### config.mk
export PLATFORM = sky130hd
export DESIGN_NAME = fuzzy_gain_adjust
export DESIGN_NICKNAME = d
export VERILOG_FILES = /design/src/rtl/fga_pkg.sv /design/src/rtl/fuzzy_gain_adjust.sv
export SDC_FILE = /design/constraint.sdc
export NUM_CORES = 2
export LEC_CHECK = 0
export ABC_AREA = 0
export BUFFER_PORTS_ARGS = -buffer_cell sky130_fd_sc_hd__buf_2
export CAP_MARGIN = 20
export CORE_MARGIN = 5
export CORE_UTILIZATION = 55
export DETAILED_ROUTE_END_ITERATION = 16
export PLACE_DENSITY_LB_ADDON = 0.3
export SETUP_SLACK_MARGIN = 0.1
export SYNTH_ARGS = -nofsm -noshare
export SYNTH_HDL_FRONTEND = slang
export SYNTH_SLANG_ARGS = --single-unit
### constraint.sdc
create_clock -name clk -period 55.7 [get_ports clk]
set_input_delay 11.14 -clock clk [delete_from_list [all_inputs] [get_ports clk]]
set_output_delay 11.14 -clock clk [all_outputs]
set_load 0.1 [all_outputs]
### src/rtl/fga_pkg.sv
// Shared types, constants and fuzzification functions of the fuzzy gain adjuster.
`default_nettype none

package fga_pkg;

    localparam int INPUT_FRAC_BITS = 12;
    localparam int GRADE_FRAC_BITS = 12;

    localparam int IN_W  = 16;
    localparam int OUT_W = 16;
    // holds +-3 units at the widest input fraction plus a 16-bit input
    localparam int XW    = 18;
    localparam int DW    = INPUT_FRAC_BITS + 2;
    localparam int GW    = GRADE_FRAC_BITS + 1;
    localparam int NG    = 7;
    localparam int IDX_W = 3;
    localparam int WG_W  = 13;

    // defuzzification: |value| * 2^15 / (20 * 2^G), rounded half away from zero
    localparam int MW        = GRADE_FRAC_BITS + 3;
    localparam int NW        = MW + 16;
    localparam int QW        = 17;
    localparam int ROUND_ADD = 10 * (1 << GRADE_FRAC_BITS);
    localparam int RECIP5    = 52429;
    localparam int RECIP5_SH = 18;
    localparam int PW        = QW + 16;

    typedef logic [GW-1:0] grade_t;
    typedef grade_t [NG-1:0] grade_vec_t;
    typedef logic [IDX_W-1:0] idx_t;

    typedef enum logic [2:0] {
        LAB_NB = 3'd0,
        LAB_NM = 3'd1,
        LAB_NS = 3'd2,
        LAB_ZO = 3'd3,
        LAB_PS = 3'd4,
        LAB_PM = 3'd5,
        LAB_PB = 3'd6
    } label_t;

    localparam grade_t GRADE_ONE = grade_t'(1) << GRADE_FRAC_BITS;

    // rows: error grade, columns: error change grade
    localparam label_t RULE_TAB [0:NG-1][0:NG-1] = '{
        '{LAB_PB, LAB_PB, LAB_PM, LAB_PS, LAB_PS, LAB_ZO, LAB_ZO},
        '{LAB_PB, LAB_PB, LAB_PM, LAB_PS, LAB_PS, LAB_ZO, LAB_NS},
        '{LAB_PM, LAB_PM, LAB_PM, LAB_PS, LAB_ZO, LAB_NS, LAB_NS},
        '{LAB_PM, LAB_PM, LAB_PS, LAB_ZO, LAB_NS, LAB_NM, LAB_NM},
        '{LAB_PS, LAB_PS, LAB_ZO, LAB_NS, LAB_NS, LAB_NM, LAB_NM},
        '{LAB_PS, LAB_ZO, LAB_NS, LAB_NM, LAB_NM, LAB_NM, LAB_NB},
        '{LAB_ZO, LAB_ZO, LAB_NM, LAB_NM, LAB_NM, LAB_NB, LAB_NB}
    };

    function automatic logic signed [XW-1:0] unit_of(input int k);
        return XW'(k * (1 << INPUT_FRAC_BITS));
    endfunction

    // slopes are one or two units wide, so the divide is a shift
    function automatic grade_t slope_grade(input logic signed [XW-1:0] offset,
                                           input logic wide);
        logic [DW+GRADE_FRAC_BITS-1:0] n;
        n = {offset[DW-1:0], {GRADE_FRAC_BITS{1'b0}}};
        if (wide)
            return GW'(n >> (INPUT_FRAC_BITS + 1));
        return GW'(n >> INPUT_FRAC_BITS);
    endfunction

    function automatic grade_t tri_grade(input logic signed [XW-1:0] x,
                                         input int a, input int b, input int c);
        if (x <= unit_of(a) || x > unit_of(c))
            return '0;
        if (x <= unit_of(b))
            return slope_grade(x - unit_of(a), (b - a) == 2);
        return slope_grade(unit_of(c) - x, (c - b) == 2);
    endfunction

    function automatic grade_t trap_left(input logic signed [XW-1:0] x,
                                         input int a, input int b);
        if (x <= unit_of(a))
            return GRADE_ONE;
        if (x <= unit_of(b))
            return slope_grade(unit_of(b) - x, (b - a) == 2);
        return '0;
    endfunction

    function automatic grade_t trap_right(input logic signed [XW-1:0] x,
                                          input int a, input int b);
        if (x <= unit_of(a))
            return '0;
        if (x < unit_of(b))
            return slope_grade(x - unit_of(a), (b - a) == 2);
        return GRADE_ONE;
    endfunction

    function automatic grade_vec_t fuzzify(input logic signed [IN_W-1:0] v);
        logic signed [XW-1:0] x;
        grade_vec_t g;
        x = XW'(v);
        g[LAB_NB] = trap_left(x, -3, -1);
        g[LAB_NM] = tri_grade(x, -3, -2, 0);
        g[LAB_NS] = tri_grade(x, -3, -1, 1);
        g[LAB_ZO] = tri_grade(x, -2, 0, 2);
        g[LAB_PS] = tri_grade(x, -1, 1, 3);
        g[LAB_PM] = tri_grade(x, 0, 2, 3);
        g[LAB_PB] = trap_right(x, 1, 3);
        return g;
    endfunction

endpackage

`default_nettype wire

### src/rtl/fuzzy_gain_adjust.sv
// Fuzzy self-tuning of a proportional gain: top level with a five-register pipeline.
//
// Takes one (error_value, error_change) pair per item and returns one item with the gain
// delta, the winning min-combined grade and the chosen rule label. Five register stages
// (input, grades, per-row winners, final selection, output); an item can be accepted every
// cycle unless the pipeline is full and the output stalled. Each stage moves on when it is
// empty or the stage after it moves, so bubbles are filled and a stalled output still lets
// new items enter until the pipeline is full. No state is kept between items.
`default_nettype none

module fuzzy_gain_adjust
    import fga_pkg::*;
(
    input  wire logic                   clk,
    input  wire logic                   rst_n,
    input  wire logic                   in_valid,
    output logic                        in_ready,
    input  wire logic signed [IN_W-1:0] error_value,
    input  wire logic signed [IN_W-1:0] error_change,
    output logic                        out_valid,
    input  wire logic                   out_ready,
    output logic signed [OUT_W-1:0]     gain_delta,
    output logic [WG_W-1:0]             winning_grade,
    output logic [2:0]                  rule_label
);

    logic out_en, s4_en, s3_en, s2_en, s1_en;

    logic                   s1_valid_reg;
    logic signed [IN_W-1:0] s1_err_reg, s1_chg_reg;

    logic       s2_valid_reg;
    grade_vec_t s2_ge_reg, s2_gc_reg;
    grade_vec_t s2_ge_next, s2_gc_next;

    logic   s3_valid_reg;
    grade_t s3_row_best_reg [NG];
    idx_t   s3_row_col_reg  [NG];
    grade_t s3_row_best_next [NG];
    idx_t   s3_row_col_next  [NG];

    logic          s4_valid_reg;
    grade_t        s4_best_reg, s4_best_next;
    label_t        s4_label_reg, s4_label_next;
    logic          s4_neg_reg, s4_neg_next;
    logic [QW-1:0] s4_quot_reg, s4_quot_next;

    logic                    out_valid_reg;
    logic signed [OUT_W-1:0] gain_delta_reg, gain_delta_next;
    logic [WG_W-1:0]         winning_grade_reg;
    label_t                  rule_label_reg;

    assign out_en   = !out_valid_reg || out_ready;
    assign s4_en    = !s4_valid_reg || out_en;
    assign s3_en    = !s3_valid_reg || s4_en;
    assign s2_en    = !s2_valid_reg || s3_en;
    assign s1_en    = !s1_valid_reg || s2_en;
    assign in_ready = s1_en;

    assign out_valid     = out_valid_reg;
    assign gain_delta    = gain_delta_reg;
    assign winning_grade = winning_grade_reg;
    assign rule_label    = rule_label_reg;

    always_comb
    begin
        s2_ge_next = fuzzify(s1_err_reg);
        s2_gc_next = fuzzify(s1_chg_reg);
    end

    // first maximum of each row, strict greater keeps the earliest column
    always_comb
    begin
        grade_t w;
        for (int i = 0; i < NG; i++)
        begin
            s3_row_best_next[i] = (s2_ge_reg[i] < s2_gc_reg[0]) ? s2_ge_reg[i] : s2_gc_reg[0];
            s3_row_col_next[i]  = '0;
            for (int j = 1; j < NG; j++)
            begin
                w = (s2_ge_reg[i] < s2_gc_reg[j]) ? s2_ge_reg[i] : s2_gc_reg[j];
                if (w > s3_row_best_next[i])
                begin
                    s3_row_best_next[i] = w;
                    s3_row_col_next[i]  = IDX_W'(j);
                end
            end
        end
    end

    always_comb
    begin
        idx_t          bi, bj;
        logic [MW-1:0] mag;
        logic [NW-1:0] num;
        s4_best_next = s3_row_best_reg[0];
        bi           = '0;
        bj           = s3_row_col_reg[0];
        for (int i = 1; i < NG; i++)
        begin
            if (s3_row_best_reg[i] > s4_best_next)
            begin
                s4_best_next = s3_row_best_reg[i];
                bi           = IDX_W'(i);
                bj           = s3_row_col_reg[i];
            end
        end
        s4_label_next = RULE_TAB[bi][bj];

        // magnitude of value*20 in grade units
        mag         = '0;
        s4_neg_next = 1'b0;
        case (s4_label_next)
            LAB_NB:
            begin
                mag         = (MW'(2) << GRADE_FRAC_BITS) + (MW'(s4_best_next) << 2);
                s4_neg_next = 1'b1;
            end
            LAB_NM:
            begin
                mag         = (MW'(3) << GRADE_FRAC_BITS) + MW'(s4_best_next);
                s4_neg_next = 1'b1;
            end
            LAB_NS:
            begin
                mag         = MW'(2) << GRADE_FRAC_BITS;
                s4_neg_next = 1'b1;
            end
            LAB_ZO:  mag = '0;
            LAB_PS:  mag = MW'(2) << GRADE_FRAC_BITS;
            LAB_PM:  mag = (MW'(3) << GRADE_FRAC_BITS) + MW'(s4_best_next);
            LAB_PB:  mag = (MW'(2) << GRADE_FRAC_BITS) + (MW'(s4_best_next) << 2);
            default: mag = '0;
        endcase
        num          = {mag, 16'b0} >> 1;
        num          = num + NW'(ROUND_ADD);
        s4_quot_next = QW'(num >> (GRADE_FRAC_BITS + 2));
    end

    // remaining divide by 5 as a reciprocal multiply, exact below 2^18
    always_comb
    begin
        logic [PW-1:0]    prod;
        logic [OUT_W-1:0] q;
        prod = PW'(s4_quot_reg) * PW'(RECIP5);
        q    = OUT_W'(prod >> RECIP5_SH);
        gain_delta_next = s4_neg_reg ? $signed(OUT_W'(0) - q) : $signed(q);
    end

    always_ff @(posedge clk or negedge rst_n)
    begin
        if (!rst_n)
        begin
            s1_valid_reg  <= 1'b0;
            s2_valid_reg  <= 1'b0;
            s3_valid_reg  <= 1'b0;
            s4_valid_reg  <= 1'b0;
            out_valid_reg <= 1'b0;
        end
        else
        begin
            if (s1_en)
                s1_valid_reg <= in_valid;
            if (s2_en)
                s2_valid_reg <= s1_valid_reg;
            if (s3_en)
                s3_valid_reg <= s2_valid_reg;
            if (s4_en)
                s4_valid_reg <= s3_valid_reg;
            if (out_en)
                out_valid_reg <= s4_valid_reg;
        end
    end

    always_ff @(posedge clk)
    begin
        if (s1_en && in_valid)
        begin
            s1_err_reg <= error_value;
            s1_chg_reg <= error_change;
        end
        if (s2_en && s1_valid_reg)
        begin
            s2_ge_reg <= s2_ge_next;
            s2_gc_reg <= s2_gc_next;
        end
        if (s3_en && s2_valid_reg)
        begin
            s3_row_best_reg <= s3_row_best_next;
            s3_row_col_reg  <= s3_row_col_next;
        end
        if (s4_en && s3_valid_reg)
        begin
            s4_best_reg  <= s4_best_next;
            s4_label_reg <= s4_label_next;
            s4_neg_reg   <= s4_neg_next;
            s4_quot_reg  <= s4_quot_next;
        end
        if (out_en && s4_valid_reg)
        begin
            gain_delta_reg    <= gain_delta_next;
            winning_grade_reg <= WG_W'(s4_best_reg);
            rule_label_reg    <= s4_label_reg;
        end
    end

`ifndef NO_ASSERTIONS
    a_grade_bounded: assert property (@(posedge clk) disable iff (!rst_n)
        s4_valid_reg |-> s4_best_reg <= GRADE_ONE)
        else $error("winning grade above one");

    a_zo_zero: assert property (@(posedge clk) disable iff (!rst_n)
        out_valid_reg && rule_label_reg == LAB_ZO |-> gain_delta_reg == '0)
        else $error("ZO label with nonzero gain delta");

    a_neg_sign: assert property (@(posedge clk) disable iff (!rst_n)
        out_valid_reg && (rule_label_reg == LAB_NB || rule_label_reg == LAB_NM ||
                          rule_label_reg == LAB_NS) |-> gain_delta_reg[OUT_W-1])
        else $error("negative label with nonnegative gain delta");

    a_pos_sign: assert property (@(posedge clk) disable iff (!rst_n)
        out_valid_reg && (rule_label_reg == LAB_PS || rule_label_reg == LAB_PM ||
                          rule_label_reg == LAB_PB)
        |-> !gain_delta_reg[OUT_W-1] && gain_delta_reg != '0)
        else $error("positive label with nonpositive gain delta");

    a_stall_only_full: assert property (@(posedge clk) disable iff (!rst_n)
        !in_ready |-> out_valid_reg && !out_ready && s4_valid_reg && s3_valid_reg)
        else $error("input stalled while the pipeline has room");
`endif

endmodule

`default_nettype wire
==> flow_results.org <==
** Route
- Using the TritonRoute via totals, the vias-per-cell ratio works out to 6.33.
- For this run, design rule violations remaining after detail routing come to 0.
- Final wirelength :: ~220 mm
- Count of antenna-violating nets left after detailed routing :: 0
- After detailed routing, the average wire length per cell comes to around 25 µm.
- Initial DRC Count :: 5035
- Number of optimization iterations in the first detailed-route pass :: 6
- The routed layout has 55478 vias.

** Logic synthesis
- Async set or reset register ratio after synthesis :: 1.26%
- Number of distinct standard cells referenced by the synthesized netlist :: 97
- After synthesis, the largest area contributor takes up between 20% and 30% of total cell area.
- By area the synthesized netlist is led by ha_1 (27%), edfxtp_1 (18%), mux2i_1 (8.6%), mux2_2 (6.7%), inv_1 (3.9%).
- Flip-flop and latch count after synthesis :: 396
- Warnings, synthesis :: 0
- Multiplexer share of the synthesized area :: 15.3%
- Synthesized-area fraction occupied by adder cells :: 29.3%
- Post-synthesis net count :: 8646
- Of the total synthesized cell area, the portion taken by XOR and XNOR cells is 1.66%.
- After synthesis, the mean cell area works out to around 8.9 µm².
- Instance count of the mapped netlist :: 7172
- After synthesis, the largest family of logic cells by area is adder cells.
- Sequential share of the synthesized area :: approximately a fifth
- Number of enable flip-flop cells after synthesis :: 391
- The biggest area contributor in the post-synthesis netlist is ha_1.
- Simple-Gate Fraction of Synth Area :: 13.9%
- Compound-gate portion of the synthesized area :: approximately 16%
- Synthesized cell area :: around 64000 µm²
- Dominant synthesized flop cell :: edfxtp_1

** Global route
- Global routing used a little over a third of the available tracks.
- Number of antenna violations at the first check in global routing :: 13
- After global routing the overflow that remains totals 0.
- Wire length of the first global-routing pass :: between 300 and 400 mm
- The number of global-route vias before repair came to 53689.
- Entering global routing, the biggest net connects 69 pins.

** Clock tree
- Cts repair resizes :: 0
- Count of hold buffers inserted by post-cts repair :: 0
- Setup fix buffers added after clock tree synthesis :: 0
- TritonCTS built the clock tree.
- The H-tree generated during clock tree synthesis spans 2 levels.
- The clock passes through at most 3 buffers.
- Insertion delay to the later sink of the worst-skew pair :: 0.64 ns
- Clock buffer count from CTS :: 46
- TritonCTS Sinks :: 396
- Clk pin slew, worst setup/hold paths :: 0.06 ns
- CTS placed an instance of clkbuf_16 at the clock tree root.

** Critical path
- The critical path starts at out_ready.
- CP cell instances :: buf_2 -> nor2b_1 -> nand4_1 -> inv_1 -> nand2_1 -> buf_2
- Setup slack on the worst reg-to-reg path comes out at 34.27 ns.
- Slowest cell delay on critical path :: roughly 0.3 ns
- Library cell appearing most often on the critical path :: buf_2
- In this run the critical register-to-register path is launched from s3_row_best_reg[77]$_DFFE_PP_.
- The worst setup path is launched from an input pin.
- CP endpoint kind :: output pin
- Data on the critical path arrives at its endpoint at 12.23 ns.
- The largest individual stage delay along the critical path comes from the cell buf_2.
- The critical path in this run is classified as input pin to output pin.
- Data on the critical path is required at its endpoint by roughly 45 ns.
- Of all nets on the critical path, the largest fanout is 5.

** Floorplanning
- The die is about 350 µm tall.
- Measured along the x axis, the die boundary spans approximately 350 µm.
- The die covers 122000 µm².
- For this configuration, the core starts out at a cell density of a little under three fifths.
- The region available for standard cell placement spans around 110000 µm².
- Number of top-level pins :: 70
- Cell row count :: 124

** STA
- Top achievable clock speed :: between 0.04 and 0.05 GHz
- Measured against its own limit, the worst slew margin works out to 10.7%.
- Fin. Hold Viols :: 0
- Final critical path time including I/O delays and setup :: between 20 and 25 ns
- In the final timing run, aggregate negative setup slack is 0 ns.
- The number of max-slew violations in the final report is 0.
- Share of the cycle needed by the critical path after routing :: 42.0%
- On the final layout, the worst clock skew is 0.0448 ns.
- Final setup violating endpoints :: 0
- Setup repair after global routing left no endpoint under its margin.
- Slew at the pin closest to its max-slew limit :: 1.34 ns

** Job
- Max-cap violation count :: 0

** Placement
- Number of placed instances, taps included :: 8668
- The congestion estimate from routability-driven global placement came to 0.980.
- The count of buffers added on input and output ports is 69.
- Once detailed placement completed, the half-perimeter wirelength came to 172 mm.

** Status
- Run status :: finished clean

** Finish
- In the final design database the tool counted ~8700 nets.
- Layout Cells excl Fill :: 8765
- Area growth syn-to-layout :: 6.74%
- In the final layout, the share of cells above drive strength 1 is 10.5%.

** Hold path
- The min-delay analysis places its worst path in the category register to register.
- In this run the most critical hold path is launched from s4_best_reg[8]$_DFFE_PP_.
cells in the mapped netlist, drive strengths merged, types with 10 or more instances:
| cell | count |
|---|---|
| nor2b | 253 |
| nor4 | 42 |
| nand2b | 294 |
| inv | 669 |
| o31a | 15 |
| xnor2 | 61 |
| o21ai | 503 |
| a211oi | 20 |
| mux2 | 381 |
| xor2 | 59 |
| a21o | 292 |
| nand3 | 85 |
| a31oi | 22 |
| fa | 81 |
| ha | 1357 |
| nand2 | 436 |
| mux2i | 544 |
| and2 | 40 |
| edfxtp | 391 |
| a21oi | 479 |
| buf | 33 |
| and4 | 22 |
| a22oi | 12 |
| or3 | 31 |
| nand4 | 82 |
| and3 | 11 |
| nor2 | 381 |
| clkbuf | 223 |
| clkinv | 10 |
| or2 | 11 |
| nor3 | 42 |
| o21a | 185 |
cell families after synthesis:
| logic type | Yosys count |
|---|---|
| AOI/OAI and AO/OA | 1612 |
| xor gates and xnor gates | 120 |
| adders and majority gates | 1438 |
| buffers and inverters | 935 |
| DFF | 396 |
| muxes | 925 |
| and+or+nand+nor | 1746 |
routing by layer:
metal  global-route usage [%]  wire [µm]  share of wire [%]  vias up
li1                         -          -                  -    25848
met1                     43.5      86900                 39    26110
met2                     56.9      97900                 44     2663
met3                     8.30      21900                9.8      853
met4                     22.5      16800                7.5        4
met5                        0         26              0.012        -
metrics by stage:
stage          setup WS, ns  hold WS (ns)  utilization [%]  area (µm²)
5_1_grt               32.22         0.433             59.2       67800
3_3_place_gp          32.32         0.401             57.7       66100
2_1_floorplan         32.44         0.400                -       63500
6_report              32.33         0.419             59.2       67800
4_1_cts               32.32         0.421             59.2       67700
3_5_place_dp          32.34         0.405             57.7       66100
cell usage in the layout (no fill, tap or decap), types with 47 or more instances in the layout:
cell type / n
nand3_1: 84
buf_2: 69
fa_1: 81
xnor2_1: 61
mux2_2: 380
xor2_1: 59
a21o_1: 291
nor2b_1: 252
inv_1: 668
nand4_1: 82
ha_1: 1357
o21a_1: 185
mux2i_1: 544
nand2_1: 436
clkbuf_16: 47
edfxtp_1: 391
o21ai_0: 498
nand2b_1: 294
nor2_1: 379
buf_4: 173
a21oi_1: 468
layout make-up:
cell class,instances,area (µm²)
Sequential cell,396,11900
Tap cell,1512,1890
Fill cell,10018,46700
Clock buffer,55,1210
Multi-Input combinational cell,5841,48100
Timing Repair Buffer,244,1670
Antenna cell,7,17.5
Inverter,679,2550
Clock inverter,31,449
worst max-delay path, delay by kind of cell:
family,cells,cell delay (ns)
simple gates,3,0.57
buf+inv,3,0.52
path summary, 6_finish.rpt:
path,to,cells after the start
worst max-delay path,in_ready,6
worst min-delay path,winning_grade[8]$_DFFE_PP_,0
worst max register to register,s4_quot_reg[13]$_DFFE_PP_,79
worst min register to register,winning_grade[8]$_DFFE_PP_,0
max in group asynchronous,s4_valid_reg$_DFFE_PN0P_,1
min in group asynchronous,s3_valid_reg$_DFFE_PN0P_,1
Power is left out: the tool's default activity adds up to more than one toggle a clock period on the data nets, which glitch-free logic cannot reach.
